`config.mk`:
```
export PLATFORM = sky130hd
export DESIGN_NAME = seven_segment_scan_controller_unit
export DESIGN_NICKNAME = d
export VERILOG_FILES = /design/src/rtl/core/sssc_pkg.sv /design/src/rtl/core/sssc_ram.sv /design/src/rtl/core/seven_segment_scan_controller_unit.sv
export SDC_FILE = /design/constraint.sdc
export NUM_CORES = 1
export LEC_CHECK = 0
export BUFFER_PORTS_ARGS = -buffer_cell sky130_fd_sc_hd__buf_2
export CORE_ASPECT_RATIO = 0.9
export CORE_MARGIN = 4
export CORE_UTILIZATION = 43
export CTS_CLUSTER_SIZE = 20
export DETAILED_ROUTE_END_ITERATION = 6
export GPL_TIMING_DRIVEN = 0
export SLEW_MARGIN = 40
export SYNTH_ARGS = -nofsm -noshare
export SYNTH_HDL_FRONTEND = slang
export SYNTH_HIERARCHICAL = 1
export SYNTH_SLANG_ARGS = --single-unit
```
`constraint.sdc`:
```
create_clock -name clk -period 20.6 [get_ports clk]
set_input_delay 4.12 -clock clk [delete_from_list [all_inputs] [get_ports clk]]
set_output_delay 4.12 -clock clk [all_outputs]
set_load 0.05 [all_outputs]
```
`src/rtl/core/sssc_pkg.sv`:
```
// Seven-segment scan controller: shared package.
// Holds opcode, mode and register index codes and the reset values of the
// configuration registers. No dependencies.
package sssc_pkg;

    typedef enum logic [3:0] {
        OP_TICK        = 4'd0,
        OP_WRITE_DIGIT = 4'd1,
        OP_WRITE_SLIDE = 4'd2,
        OP_TIMED       = 4'd3,
        OP_SLIDE_ONCE  = 4'd4,
        OP_SLIDE_LOOP  = 4'd5,
        OP_SELECT      = 4'd6,
        OP_BLINK       = 4'd7,
        OP_CLEAR       = 4'd8
    } op_t;

    typedef enum logic [2:0] {
        MODE_SHOW   = 3'd0,
        MODE_TIMED  = 3'd1,
        MODE_LOOP   = 3'd2,
        MODE_ONCE   = 3'd3,
        MODE_SELECT = 3'd4,
        MODE_BLINK  = 3'd5
    } mode_t;

    typedef enum logic [1:0] {
        CFG_BRIGHTNESS  = 2'd0,
        CFG_SCAN_TICKS  = 2'd1,
        CFG_SLIDE_TICKS = 2'd2,
        CFG_BLINK_TICKS = 2'd3
    } cfg_t;

    localparam int OPCODE_W   = 4;
    localparam int POSITION_W = 5;
    localparam int PATTERN_W  = 8;
    localparam int AMOUNT_W   = 16;
    localparam int MODE_W     = 3;

    localparam logic [6:0]  BRIGHT_MAX        = 7'd100;
    localparam logic [6:0]  BRIGHT_RESET      = 7'd100;
    localparam logic [7:0]  SCAN_TICKS_RESET  = 8'd3;
    localparam logic [15:0] SLIDE_TICKS_RESET = 16'd250;
    localparam logic [15:0] BLINK_TICKS_RESET = 16'd500;
    localparam logic [14:0] DUTY_PROD_RESET   = 15'd300;

    // floor(p / 100) == (p * 5243) >> 19 holds exactly for p up to 100 * 255
    localparam logic [12:0] DUTY_RECIP = 13'd5243;
    localparam int          DUTY_SHIFT = 19;

endpackage

```
`src/rtl/core/sssc_ram.sv`:
```
// Seven-segment scan controller: generic single-port-write RAM.
// One write port and one read port with registered read data. No dependencies.
module sssc_ram #(
    parameter int WIDTH = 8,
    parameter int DEPTH = 32
) (
    input  logic                     clk,
    input  logic                     wr_en,
    input  logic [$clog2(DEPTH)-1:0] wr_addr,
    input  logic [WIDTH-1:0]         wr_data,
    input  logic [$clog2(DEPTH)-1:0] rd_addr,
    output logic [WIDTH-1:0]         rd_data
);

    logic [WIDTH-1:0] mem [DEPTH];
    logic [WIDTH-1:0] rd_data_reg;

    always_ff @(posedge clk)
    begin
        if (wr_en)
        begin
            mem[wr_addr] <= wr_data;
        end
        rd_data_reg <= mem[rd_addr];
    end

    assign rd_data = rd_data_reg;

endmodule

```
`src/rtl/core/seven_segment_scan_controller_unit.sv`:
```
// Seven-segment scan controller: top level.
// Depends on sssc_pkg and sssc_ram.
//
// Usage:
//   Input stream (s_axis_*): one item per tick or command; tuser carries the
//   opcode, tdata the position, pattern and amount. Every item, tick or
//   command, returns exactly one result item on the output stream (m_axis_*)
//   carrying the selected digit, the segment lines and the active mode.
//   Configuration is a plain write port (cfg_we, cfg_index, cfg_wdata); write
//   only while no result is outstanding.
// Latency and throughput:
//   An item is processed in the cycle it is accepted; its result is valid on
//   the following cycle. One item per cycle is sustained while the receiver
//   takes each result. The slide buffer RAM is read at the next slide
//   position, so the entry a tick needs already waits in the read register.
// Reset:
//   rst_n clears all digits, the mode goes to show and the registers return to
//   brightness 100, scan 3, slide 250, blink 500 ticks. The slide buffer is
//   not cleared. The output register is empty after reset.
// Stall:
//   While a result waits, a new item is still taken if the receiver takes the
//   waiting result in the same cycle; otherwise tready stays low.
module seven_segment_scan_controller_unit #(
    parameter int DIGITS      = 4,
    parameter int SLIDE_DEPTH = 32,
    localparam int DIGIT_W    = $clog2(DIGITS),
    localparam int OUT_W      = ((DIGIT_W + 8 + 3 + 7) / 8) * 8
) (
    input  logic             clk,
    input  logic             rst_n,
    // slave side
    input  logic             s_axis_tvalid,
    output logic             s_axis_tready,
    input  logic [31:0]      s_axis_tdata,  // position[4:0], pattern[12:5], amount[28:13]
    input  logic [3:0]       s_axis_tuser,  // opcode[3:0]
    // master side
    output logic             m_axis_tvalid,
    input  logic             m_axis_tready,
    output logic [OUT_W-1:0] m_axis_tdata,  // digit_select, segment_drive, mode_now
    // configuration
    input  logic             cfg_we,
    input  logic [1:0]       cfg_index,
    input  logic [15:0]      cfg_wdata
);

    import sssc_pkg::*;

    localparam int SLIDE_AW = $clog2(SLIDE_DEPTH);
    localparam int SLEN_W   = $clog2(SLIDE_DEPTH + 1);
    localparam int SPOS_W   = $clog2(SLIDE_DEPTH + DIGITS + 1);

    // input fields
    op_t                   opcode;
    logic [POSITION_W-1:0] position;
    logic [PATTERN_W-1:0]  pattern;
    logic [AMOUNT_W-1:0]   amount;
    logic                  accept;
    logic [DIGIT_W-1:0]    pos_clamped;

    // configuration
    logic [6:0]  bright_reg, bright_next;
    logic [7:0]  scan_ticks_reg, scan_ticks_next;
    logic [15:0] slide_ticks_reg, slide_ticks_next;
    logic [15:0] blink_ticks_reg, blink_ticks_next;
    logic [14:0] prod_reg, prod_next;
    logic [6:0]  bright_wr;
    logic [27:0] duty_full;
    logic [7:0]  duty_reload;

    // state
    logic [PATTERN_W-1:0] digits_reg [DIGITS];
    logic [PATTERN_W-1:0] digits_next [DIGITS];
    mode_t                mode_reg, mode_next;
    logic [SLEN_W-1:0]    slide_len_reg, slide_len_next;
    logic [SPOS_W-1:0]    slide_pos_reg, slide_pos_next;
    logic [SPOS_W:0]      slide_pos_inc;
    logic [SPOS_W:0]      slide_end;
    logic [DIGIT_W-1:0]   scan_index_reg, scan_index_next;
    logic [DIGIT_W-1:0]   shown_reg, shown_next;
    logic [7:0]           scan_count_reg, scan_count_next;
    logic [7:0]           duty_count_reg, duty_count_next;
    logic [7:0]           duty_load;
    logic [15:0]          slide_count_reg, slide_count_next;
    logic [15:0]          blink_count_reg, blink_count_next;
    logic [15:0]          timed_count_reg, timed_count_next;
    logic [PATTERN_W-1:0] blink_saved_reg, blink_saved_next;
    logic [DIGIT_W-1:0]   blink_index_reg, blink_index_next;
    logic                 blink_off_reg, blink_off_next;
    logic                 duty_off_reg, duty_off_next;
    logic [PATTERN_W-1:0] latched_reg, latched_next;

    // slide buffer
    logic                 ram_wr_en;
    logic [SLIDE_AW-1:0]  ram_wr_addr;
    logic [SLIDE_AW-1:0]  ram_rd_addr;
    logic [PATTERN_W-1:0] ram_rd_data;
    logic                 byp_hit_reg;
    logic [PATTERN_W-1:0] byp_data_reg;
    logic [PATTERN_W-1:0] slide_word;

    // output register
    logic             out_valid_reg;
    logic [OUT_W-1:0] out_data_reg;
    logic [OUT_W-1:0] out_data_next;

    assign position = s_axis_tdata[4:0];
    assign pattern  = s_axis_tdata[12:5];
    assign amount   = s_axis_tdata[28:13];
    assign opcode   = op_t'(s_axis_tuser);

    assign s_axis_tready = !out_valid_reg || m_axis_tready;
    assign accept        = s_axis_tvalid && s_axis_tready;
    assign m_axis_tvalid = out_valid_reg;
    assign m_axis_tdata  = out_data_reg;

    assign pos_clamped = (32'(position) > DIGITS - 1) ? DIGIT_W'(DIGITS - 1)
                                                      : DIGIT_W'(position);

    // ---------------------------------------------------------------- config
    assign bright_wr = (cfg_wdata[6:0] > BRIGHT_MAX) ? BRIGHT_MAX : cfg_wdata[6:0];

    always_comb
    begin
        bright_next      = bright_reg;
        scan_ticks_next  = scan_ticks_reg;
        slide_ticks_next = slide_ticks_reg;
        blink_ticks_next = blink_ticks_reg;
        if (cfg_we)
        begin
            unique case (cfg_t'(cfg_index))
                CFG_BRIGHTNESS:  bright_next = bright_wr;
                CFG_SCAN_TICKS:  scan_ticks_next = (cfg_wdata[7:0] == 8'd0) ? 8'd1
                                                                              : cfg_wdata[7:0];
                CFG_SLIDE_TICKS: slide_ticks_next = (cfg_wdata == 16'd0) ? 16'd1 : cfg_wdata;
                CFG_BLINK_TICKS: blink_ticks_next = (cfg_wdata == 16'd0) ? 16'd1 : cfg_wdata;
                default: ;
            endcase
        end
        // keep the duty product in step with the registers it comes from
        prod_next = 15'(bright_next) * 15'(scan_ticks_next);
    end

    assign duty_full   = 28'(prod_reg) * 28'(DUTY_RECIP);
    assign duty_reload = 8'(duty_full >> DUTY_SHIFT);

    // ----------------------------------------------------------- slide buffer
    assign ram_wr_en   = accept && (opcode == OP_WRITE_SLIDE) && (32'(position) < SLIDE_DEPTH);
    assign ram_wr_addr = SLIDE_AW'(position);
    // prefetch the entry the next shift will need
    assign ram_rd_addr = slide_pos_next[SLIDE_AW-1:0];
    assign slide_word  = byp_hit_reg ? byp_data_reg : ram_rd_data;

    sssc_ram #(
        .WIDTH (PATTERN_W),
        .DEPTH (SLIDE_DEPTH)
    ) u_slide_ram (
        .clk     (clk),
        .wr_en   (ram_wr_en),
        .wr_addr (ram_wr_addr),
        .wr_data (pattern),
        .rd_addr (ram_rd_addr),
        .rd_data (ram_rd_data)
    );

    // ------------------------------------------------------------ next state
    assign slide_pos_inc = {1'b0, slide_pos_reg} + (SPOS_W + 1)'(1);
    assign slide_end     = (SPOS_W + 1)'(slide_len_reg) + (SPOS_W + 1)'(DIGITS);

    always_comb
    begin
        digits_next      = digits_reg;
        mode_next        = mode_reg;
        slide_len_next   = slide_len_reg;
        slide_pos_next   = slide_pos_reg;
        scan_index_next  = scan_index_reg;
        shown_next       = shown_reg;
        scan_count_next  = scan_count_reg;
        duty_count_next  = duty_count_reg;
        slide_count_next = slide_count_reg;
        blink_count_next = blink_count_reg;
        timed_count_next = timed_count_reg;
        blink_saved_next = blink_saved_reg;
        blink_index_next = blink_index_reg;
        blink_off_next   = blink_off_reg;
        duty_off_next    = duty_off_reg;
        latched_next     = latched_reg;
        duty_load        = duty_count_reg;

        if (accept)
        begin
            unique case (opcode)
                OP_TICK:
                begin
                    // run the active mode
                    case (mode_reg)
                        MODE_TIMED:
                        begin
                            if (timed_count_reg == 16'd0)
                            begin
                                mode_next = MODE_SHOW;
                                for (int i = 0; i < DIGITS; i++)
                                begin
                                    digits_next[i] = '0;
                                end
                            end
                            else
                            begin
                                timed_count_next = timed_count_reg - 16'd1;
                            end
                        end
                        MODE_LOOP, MODE_ONCE:
                        begin
                            if (slide_count_reg == 16'd0)
                            begin
                                slide_count_next = slide_ticks_reg - 16'd1;
                                for (int i = 0; i < DIGITS - 1; i++)
                                begin
                                    digits_next[i] = digits_reg[i + 1];
                                end
                                digits_next[DIGITS-1] =
                                    ((SPOS_W + 1)'(slide_pos_reg) < (SPOS_W + 1)'(slide_len_reg))
                                    ? slide_word : '0;
                                slide_pos_next = SPOS_W'(slide_pos_inc);
                                if (slide_pos_inc >= slide_end)
                                begin
                                    if (mode_reg == MODE_ONCE)
                                    begin
                                        mode_next = MODE_SHOW;
                                    end
                                    else
                                    begin
                                        slide_pos_next = '0;
                                    end
                                end
                            end
                            else
                            begin
                                slide_count_next = slide_count_reg - 16'd1;
                            end
                        end
                        MODE_BLINK:
                        begin
                            if (blink_count_reg == 16'd0)
                            begin
                                digits_next[blink_index_reg] = blink_off_reg ? '0
                                                                             : blink_saved_reg;
                                blink_off_next   = !blink_off_reg;
                                blink_count_next = blink_ticks_reg - 16'd1;
                            end
                            else
                            begin
                                blink_count_next = blink_count_reg - 16'd1;
                            end
                        end
                        default: ;
                    endcase

                    // scan step, halted while brightness is zero
                    if (bright_reg != 7'd0)
                    begin
                        if (scan_count_reg == 8'd0)
                        begin
                            shown_next      = scan_index_reg;
                            latched_next    = digits_next[scan_index_reg];
                            scan_index_next = (scan_index_reg == DIGIT_W'(DIGITS - 1))
                                              ? '0 : scan_index_reg + DIGIT_W'(1);
                            scan_count_next = scan_ticks_reg - 8'd1;
                            duty_load       = duty_reload;
                            duty_off_next   = 1'b0;
                        end
                        else
                        begin
                            scan_count_next = scan_count_reg - 8'd1;
                        end
                        if (duty_load == 8'd0)
                        begin
                            duty_off_next   = 1'b1;
                            duty_count_next = duty_load;
                        end
                        else
                        begin
                            duty_count_next = duty_load - 8'd1;
                        end
                    end
                end
                OP_WRITE_DIGIT:
                begin
                    digits_next[pos_clamped] = pattern;
                end
                OP_WRITE_SLIDE: ;
                OP_TIMED:
                begin
                    mode_next        = MODE_TIMED;
                    timed_count_next = (amount == 16'd0) ? 16'd0 : amount - 16'd1;
                end
                OP_SLIDE_ONCE, OP_SLIDE_LOOP:
                begin
                    mode_next = (opcode == OP_SLIDE_ONCE) ? MODE_ONCE : MODE_LOOP;
                    slide_len_next = (32'(amount) > SLIDE_DEPTH) ? SLEN_W'(SLIDE_DEPTH)
                                                                 : SLEN_W'(amount);
                    for (int i = 0; i < DIGITS; i++)
                    begin
                        digits_next[i] = '0;
                    end
                    slide_count_next = slide_ticks_reg - 16'd1;
                    slide_pos_next   = '0;
                end
                OP_SELECT:
                begin
                    mode_next = MODE_SELECT;
                    digits_next[pos_clamped] = digits_reg[pos_clamped] | 8'h01;
                end
                OP_BLINK:
                begin
                    mode_next        = MODE_BLINK;
                    blink_index_next = pos_clamped;
                    blink_saved_next = digits_reg[pos_clamped];
                    blink_count_next = blink_ticks_reg - 16'd1;
                    blink_off_next   = 1'b1;
                end
                OP_CLEAR:
                begin
                    mode_next = MODE_SHOW;
                    for (int i = 0; i < DIGITS; i++)
                    begin
                        digits_next[i] = '0;
                    end
                end
                default: ;
            endcase
        end

        // drop the latched segments when brightness is written to zero
        if (cfg_we && (cfg_t'(cfg_index) == CFG_BRIGHTNESS) && (bright_wr == 7'd0))
        begin
            latched_next = '0;
        end
    end

    always_comb
    begin
        out_data_next = OUT_W'({mode_next,
                                duty_off_next ? {PATTERN_W{1'b0}} : latched_next,
                                shown_next});
    end

    // ------------------------------------------------------------- registers
    always_ff @(posedge clk or negedge rst_n)
    begin
        if (!rst_n)
        begin
            bright_reg      <= BRIGHT_RESET;
            scan_ticks_reg  <= SCAN_TICKS_RESET;
            slide_ticks_reg <= SLIDE_TICKS_RESET;
            blink_ticks_reg <= BLINK_TICKS_RESET;
            prod_reg        <= DUTY_PROD_RESET;
            for (int i = 0; i < DIGITS; i++)
            begin
                digits_reg[i] <= '0;
            end
            mode_reg        <= MODE_SHOW;
            slide_len_reg   <= '0;
            slide_pos_reg   <= '0;
            scan_index_reg  <= '0;
            shown_reg       <= '0;
            scan_count_reg  <= SCAN_TICKS_RESET - 8'd1;
            duty_count_reg  <= SCAN_TICKS_RESET - 8'd1;
            slide_count_reg <= SLIDE_TICKS_RESET - 16'd1;
            blink_count_reg <= BLINK_TICKS_RESET - 16'd1;
            timed_count_reg <= '0;
            blink_saved_reg <= '0;
            blink_index_reg <= '0;
            blink_off_reg   <= 1'b0;
            duty_off_reg    <= 1'b0;
            latched_reg     <= '0;
            byp_hit_reg     <= 1'b0;
            out_valid_reg   <= 1'b0;
        end
        else
        begin
            bright_reg      <= bright_next;
            scan_ticks_reg  <= scan_ticks_next;
            slide_ticks_reg <= slide_ticks_next;
            blink_ticks_reg <= blink_ticks_next;
            prod_reg        <= prod_next;
            digits_reg      <= digits_next;
            mode_reg        <= mode_next;
            slide_len_reg   <= slide_len_next;
            slide_pos_reg   <= slide_pos_next;
            scan_index_reg  <= scan_index_next;
            shown_reg       <= shown_next;
            scan_count_reg  <= scan_count_next;
            duty_count_reg  <= duty_count_next;
            slide_count_reg <= slide_count_next;
            blink_count_reg <= blink_count_next;
            timed_count_reg <= timed_count_next;
            blink_saved_reg <= blink_saved_next;
            blink_index_reg <= blink_index_next;
            blink_off_reg   <= blink_off_next;
            duty_off_reg    <= duty_off_next;
            latched_reg     <= latched_next;
            // a write to the entry being prefetched overrides the stale RAM read
            byp_hit_reg     <= ram_wr_en && (ram_wr_addr == ram_rd_addr);
            if (accept)
            begin
                out_valid_reg <= 1'b1;
            end
            else if (m_axis_tready)
            begin
                out_valid_reg <= 1'b0;
            end
        end
    end

    always_ff @(posedge clk)
    begin
        byp_data_reg <= pattern;
        if (accept)
        begin
            out_data_reg <= out_data_next;
        end
    end

endmodule

```
; ---- Yosys cells after proc, flatten, opt, wreduce, memory -nomap -nowiden
; Memory sizes are Yosys's and may differ from the RTL's. A register that Yosys moved wholly into a read port is not among the register bits.
; Index checks and enable logic that the tools add are counted.
; Widths: inputs -> output; s select.
[totals]
regBits = 220
latchBits = 0
ramBits = 256
romBits = 0
output_inout_bits = 18
wordCells = 207
n_memories = 1
[mem_list]
columns = name, depth, word_bits, rd, rd_ports_with_merged_regs, write_ports, line_no
row1 = u_slide_ram.mem, 32, 8, 1, 1, 1, sssc_ram.sv:15  ; logic [WIDTH-1:0] mem [DEPTH];
[classes]
addsub = 12
multipliers = 2
div = 0
order_cmp = 10
eq_ne = 23
n_shift = 0
mux = 84
n_bitwise = 3
n_reduce_logical = 42
[ops]
columns = cell, n
row1 = $mux 8, 23
row2 = $mux 32, 5
row3 = $mux 16, 8
row4 = $pmux 32 s4, 1
row5 = $bwmux 32, 3
row6 = $pmux 16 s2, 3
row7 = $pmux 32 s3, 1
row8 = $sub 16x1->16 const B, 6
row9 = $logic_not 16->1, 5
row10 = $bmux 8 s2, 2
row11 = $demux 8 s2, 2
row12 = $mux 6, 5
row13 = $mul 15x13->27 const B, 1
row14 = $logic_not 8->1, 3
row15 = $sub 8x1->8 const B, 3
row16 = $mux 7, 3
row17 = $pmux 3 s6, 1
row18 = $eq 4x3->1 const B, 4
row19 = $gt 16x6->1 const B, 1
row20 = $reduce_and 4->1, 4
row21 = $mul 7x8->15, 1
row22 = $mux 3, 5
row23 = $mux 1, 12
row24 = $mux 2, 6
row25 = other kinds (38), 68

; ---- Logic depth before layout (Yosys ltp)
[depth]
word_depth = 18
ltp_mapped = 24
mapped_depth_nobuf = 23

; ---- By module
; Netlist, hierarchy kept.
[by_module_without_submodules]
columns = mod, n_inst, cells_each, area_per_inst_um2
row1 = seven_segment_scan_controller_unit, 1, 2092, 18402.6
row2 = sssc_ram, 1, 417, 10053.4

; ---- Least setup slack after synthesis
; Ideal clock, no wire load.
[synth_timing]
path_type = input to register
start = input cfg_index[1]
end = register prod_reg[14]
setup_ns = 0.080
t_arrival_ns = 8.960
required_time_ns = 20.520
path_slack_ns = 11.560
stages = 21
n_path_buf = 1
path_cell_list = or3b_2 > clkbuf_1 > mux2i_1 > inv_1 > nand2_1 > fa_1 > fa_1 > inv_1 > fa_1 > inv_1 > fa_1 > inv_1 > ha_1 > inv_1 > o21bai_1 > a21oi_1 > nor2b_1 > o21a_1 > o31a_1 > o41ai_1 > xnor2_1
[synth_between]
elab_chain_len = 4
[synth_rtl]
columns = item, line_no
row1 = "start, declared", seven_segment_scan_controller_unit.sv:42  ; input logic [1:0] cfg_index,
row2 = $logic_not 2->1, seven_segment_scan_controller_unit.sv:130  ; unique case (cfg_t'(cfg_index))
row3 = $mux 7, seven_segment_scan_controller_unit.sv:130
row4 = $mux 7, seven_segment_scan_controller_unit.sv:128  ; if (cfg_we)
row5 = net bright_next[5], seven_segment_scan_controller_unit.sv:61  ; logic [6:0] bright_reg, bright_next;
row6 = $mul 7x8->15, seven_segment_scan_controller_unit.sv:140  ; prod_next = 15'(bright_next) * 15'(scan_ticks_next);
row7 = net prod_next[14], seven_segment_scan_controller_unit.sv:65  ; logic [14:0] prod_reg, prod_next;
row8 = "end signal, assigned", seven_segment_scan_controller_unit.sv:385  ; prod_reg <= prod_next;
row9 = "end, declared", seven_segment_scan_controller_unit.sv:65
; The timed path passes the listed nets, and every way through them passes these cells.
; A chain may end at the register's enable or synchronous reset.

; ---- Final worst setup path
; Ends and elaborated chain as after synthesis.

==> impl_metrics.env <==
export IMPL_run_status="completed"
export IMPL_via_count=20910
export IMPL_yosys_cell_types_count=89
export IMPL_gr_usage_all_layers=0.222
export IMPL_totalNegativeSetupSlack_ns=0
export IMPL_floorplan_die_height_microns=252
export IMPL_count_of_unresolved_drc_violations_after_routing=0
export IMPL_async_reset_ff_frac=0.411
export IMPL_grt_start_max_net_pins=71
export IMPL_yosys_warnings=6
export IMPL_arrival_ns=9.66
export IMPL_wl_per_cell_microns=22.1
export IMPL_cts_buffer_depth=3
export IMPL_floorplan_die_area_sq_mm=0.0704
export IMPL_setup_worst_path_end_class="register"
export IMPL_classification_of_the_worst_slack_hold_path="reg2reg"
export IMPL_clock_sink_count=484
export IMPL_tritoncts="done"
export IMPL_worst_endpoint_required_ns=21.15
export IMPL_number_of_buffers_and_inverters_on_the_critical_path=7
export IMPL_final_antenna_net_count=0
export IMPL_post_cts_setup_buffers=0
export IMPL_antenna_violations_before_repair=3
export IMPL_ios=77
export IMPL_sum_of_overflow_across_all_layers_after_global_routing=0
export IMPL_via_density_per_instance=5.89
export IMPL_insertion_delay_ns=0.64
export IMPL_rel_slew_slack=0.397
export IMPL_synth_cells=2509
export IMPL_path_clk_slew_ns=0.06
export IMPL_syn_cell_area_sq_mm=0.0285
export IMPL_grt_pass1_wl_mm=122
export IMPL_synth_top_family_by_area="adder cells"
export IMPL_path_max_fanout=6
export IMPL_postLayoutSetupSlackWorst_ns=11.48
export IMPL_synth_edff_count=269
export IMPL_post_synth_and_or_nand_nor_area_fraction=0.112
export IMPL_drive_above_1_share=0.148
export IMPL_critical_path_max_stage_delay_ns=0.66
export IMPL_timing_critical_path_mode_cell="sky130_fd_sc_hd__inv_1"
export IMPL_rsz_0062_raised_after_global_routing="false"
export IMPL_setup_worst_path_start_class="input pin"
export IMPL_grt_pass1_vias=20635
export IMPL_flip_flop_count_of_the_largest_register_after_layout=256
export IMPL_worst_setup_slack_for_register_to_register_paths_ns=12.77
export IMPL_critPathKind="in2reg"
export IMPL_area_growth_syn_to_layout_pct=12.6
export IMPL_critPathSlowestCell="sky130_fd_sc_hd__nor3b_1"
export IMPL_synth_sequential_area_ratio=0.472
export IMPL_yosys_area_share_xor_xnor=0.0230
export IMPL_finalWorstPathRequiredPeriod_ns=9.12
export IMPL_hold_violations=0
export IMPL_initial_core_util=0.434
export IMPL_finalMaxSlewViolations=0
export IMPL_timing_final_crit_share=0.443
export IMPL_synth_area_mux_share=0.0884
export IMPL_detail_route_wirelength_mm=78.5
export IMPL_rows=89
export IMPL_globalplace_congestion=0.967
export IMPL_synth_adder_area_share=0.137
export IMPL_setup_violations_final=0
export IMPL_area_fraction_in_compound_gates_after_synthesis=0.123
export IMPL_worst_slew_pin_transition_ns=0.901
export IMPL_detail_route_first_pass_iterations=6
export IMPL_finClkSkew_ns=0.0317
export IMPL_synth_top_flop_cell="sky130_fd_sc_hd__edfxtp_1"
export IMPL_core_region_sq_mm=0.0656
export IMPL_place_ws_ns=10.84
export IMPL_achievable_frequency_mhz=110
export IMPL_die_w_microns=279
export IMPL_cts_inserted_buffers=55
export IMPL_postCtsHoldBufs=0
export IMPL_dp_hpwl_mm=57.1
export IMPL_nets=2954
export IMPL_maxCapViolCount=0
export IMPL_post_synth_cell_area_avg_sq_um=11.3
export IMPL_postSynthRegisterBits=484
export IMPL_critical_path_cell_chain="buf_2 -> nor3b_1 -> nand3_1 -> and2_1 -> clkbuf_1 -> inv_1 -> nand2_1 -> fa_1 -> fa_1 -> inv_1 -> fa_1 -> inv_1 -> fa_1 -> inv_1 -> ha_1 -> inv_1 -> o21bai_1 -> a21oi_1 -> nor2b_1 -> o21a_1 -> o31a_1 -> o41ai_1 -> xnor2_1"
export IMPL_cts_resized_gates=0
export IMPL_drt_first_iter_violations=1988
export IMPL_h_tree_depth=2
export IMPL_cts_root_buf="sky130_fd_sc_hd__clkbuf_16"
export IMPL_port_buffers=67
export IMPL_path_delay_family="adder cells"
==> worst register-to-register path, stage by stage, from the launching register on <==
cell and delay [ns]:
sky130_fd_sc_hd__dfrtp_1 0.63, sky130_fd_sc_hd__fa_1 0.51, sky130_fd_sc_hd__ha_1 0.29, sky130_fd_sc_hd__inv_1 0.04
sky130_fd_sc_hd__fa_1 0.47, sky130_fd_sc_hd__inv_1 0.06, sky130_fd_sc_hd__fa_1 0.53, sky130_fd_sc_hd__inv_1 0.06
sky130_fd_sc_hd__fa_1 0.54, sky130_fd_sc_hd__inv_1 0.05, sky130_fd_sc_hd__ha_1 0.35, sky130_fd_sc_hd__a21oi_1 0.38
sky130_fd_sc_hd__a21oi_1 0.12, sky130_fd_sc_hd__a211oi_1 0.47, sky130_fd_sc_hd__nand2_1 0.16, sky130_fd_sc_hd__a221oi_1 0.61
sky130_fd_sc_hd__ha_1 0.30, sky130_fd_sc_hd__inv_1 0.05, sky130_fd_sc_hd__nor4b_1 0.45, sky130_fd_sc_hd__nand3_1 0.20
sky130_fd_sc_hd__nor4_4 0.48, sky130_fd_sc_hd__a22o_1 0.22, sky130_fd_sc_hd__clkbuf_1 0.47, sky130_fd_sc_hd__a211oi_1 0.13
==> cells by family after synthesis <==
kind of cell,count (synthesis)
buffers and inverters,322
multiplexers,146
AND/OR/NAND/NOR,675
flip-flops,484
adder cells (fa/ha/maj),254
XOR/XNOR,73
AO/OA/AOI/OAI,554
other,1
==> through the flow <==
stage               hold slack [ns]  cells  utilization  instance area, sq um
CTS                           0.479   3551        0.488                 32000
detailed placement            0.464   3448        0.458                 30100
floorplan                     0.437   2511            -                 28500
global route                  0.509   3551        0.489                 32000
global placement              0.459   3442        0.456                 29900
finish                        0.476   3553        0.489                 32000
==> layer usage <==
| layer | up-vias | global-route usage | part of all wire |
|---|---|---|---|
| met1 | 10527 | 0.329 | 0.45 |
| met4 | 2 | 0.0542 | 0.023 |
| met3 | 145 | 0.0444 | 0.083 |
| li1 | 9404 | - | - |
| met2 | 832 | 0.337 | 0.44 |
| met5 | - | 0 | 0.00011 |
==> worst paths after layout <==
check / from / to / cells after the start
worst min register to register: shown_reg[1] / shown_reg[1] / 2
worst min-delay path: shown_reg[1] / shown_reg[1] / 2
min in group asynchronous: rst_n / prod_reg[9] / 1
worst max register to register: prod_reg[12] / m_axis_tdata[3] / 23
worst max-delay path: cfg_index[1] / prod_reg[14] / 23
max in group asynchronous: rst_n / blink_count_reg[1] / 3
==> layout by cell type, fill, tap and decap left out, types with 43 or more instances in the layout <==
| cell type | netlist | final |
|---|---|---|
| sky130_fd_sc_hd__mux2_2 | 43 | 43 |
| sky130_fd_sc_hd__fa_1 | 97 | 97 |
| sky130_fd_sc_hd__buf_2 | 4 | 73 |
| sky130_fd_sc_hd__a21oi_1 | 139 | 136 |
| sky130_fd_sc_hd__clkbuf_1 | 69 | 78 |
| sky130_fd_sc_hd__ha_1 | 157 | 157 |
| sky130_fd_sc_hd__nand2_1 | 210 | 210 |
| sky130_fd_sc_hd__dfrtp_1 | 163 | 163 |
| sky130_fd_sc_hd__clkbuf_16 | 0 | 55 |
| sky130_fd_sc_hd__edfxtp_1 | 269 | 269 |
| sky130_fd_sc_hd__nor3_1 | 46 | 44 |
| sky130_fd_sc_hd__o21ai_0 | 178 | 178 |
| sky130_fd_sc_hd__inv_1 | 226 | 226 |
| sky130_fd_sc_hd__mux4_2 | 80 | 80 |
| sky130_fd_sc_hd__nand3_1 | 48 | 48 |
| sky130_fd_sc_hd__nor2_1 | 211 | 199 |
==> synthesized netlist by cell type (42+ instances only) <==
cell,instances,share of area
sky130_fd_sc_hd__nand2_1,210,0.028
sky130_fd_sc_hd__inv_1,226,0.030
sky130_fd_sc_hd__clkbuf_1,69,0.0091
sky130_fd_sc_hd__a21oi_1,139,0.024
sky130_fd_sc_hd__mux4_2,80,0.063
sky130_fd_sc_hd__nor2_1,211,0.028
sky130_fd_sc_hd__dfrtp_1,163,0.14
sky130_fd_sc_hd__mux2_2,43,0.017
sky130_fd_sc_hd__nand3_1,48,0.0084
sky130_fd_sc_hd__edfxtp_1,269,0.28
sky130_fd_sc_hd__ha_1,157,0.069
sky130_fd_sc_hd__fa_1,97,0.068
sky130_fd_sc_hd__nor3_1,46,0.0081
sky130_fd_sc_hd__o21ai_0,178,0.031
sky130_fd_sc_hd__xnor2_1,42,0.013
==> area by class of cell <==
type	instances	area, sq um
Inverter	228	857
Clock inverter	37	488
Clock buffer	66	1440
Fill cell	5830	33500
Multi-Input combinational cell	1705	13900
Antenna cell	2	5.00
Buffer	94	432
Timing Repair Buffer	73	448
Sequential cell	484	13400
Tap cell	864	1080
Power is not shown: default switching activity piles up to over one toggle a cycle in this logic, so the estimate is an artifact.
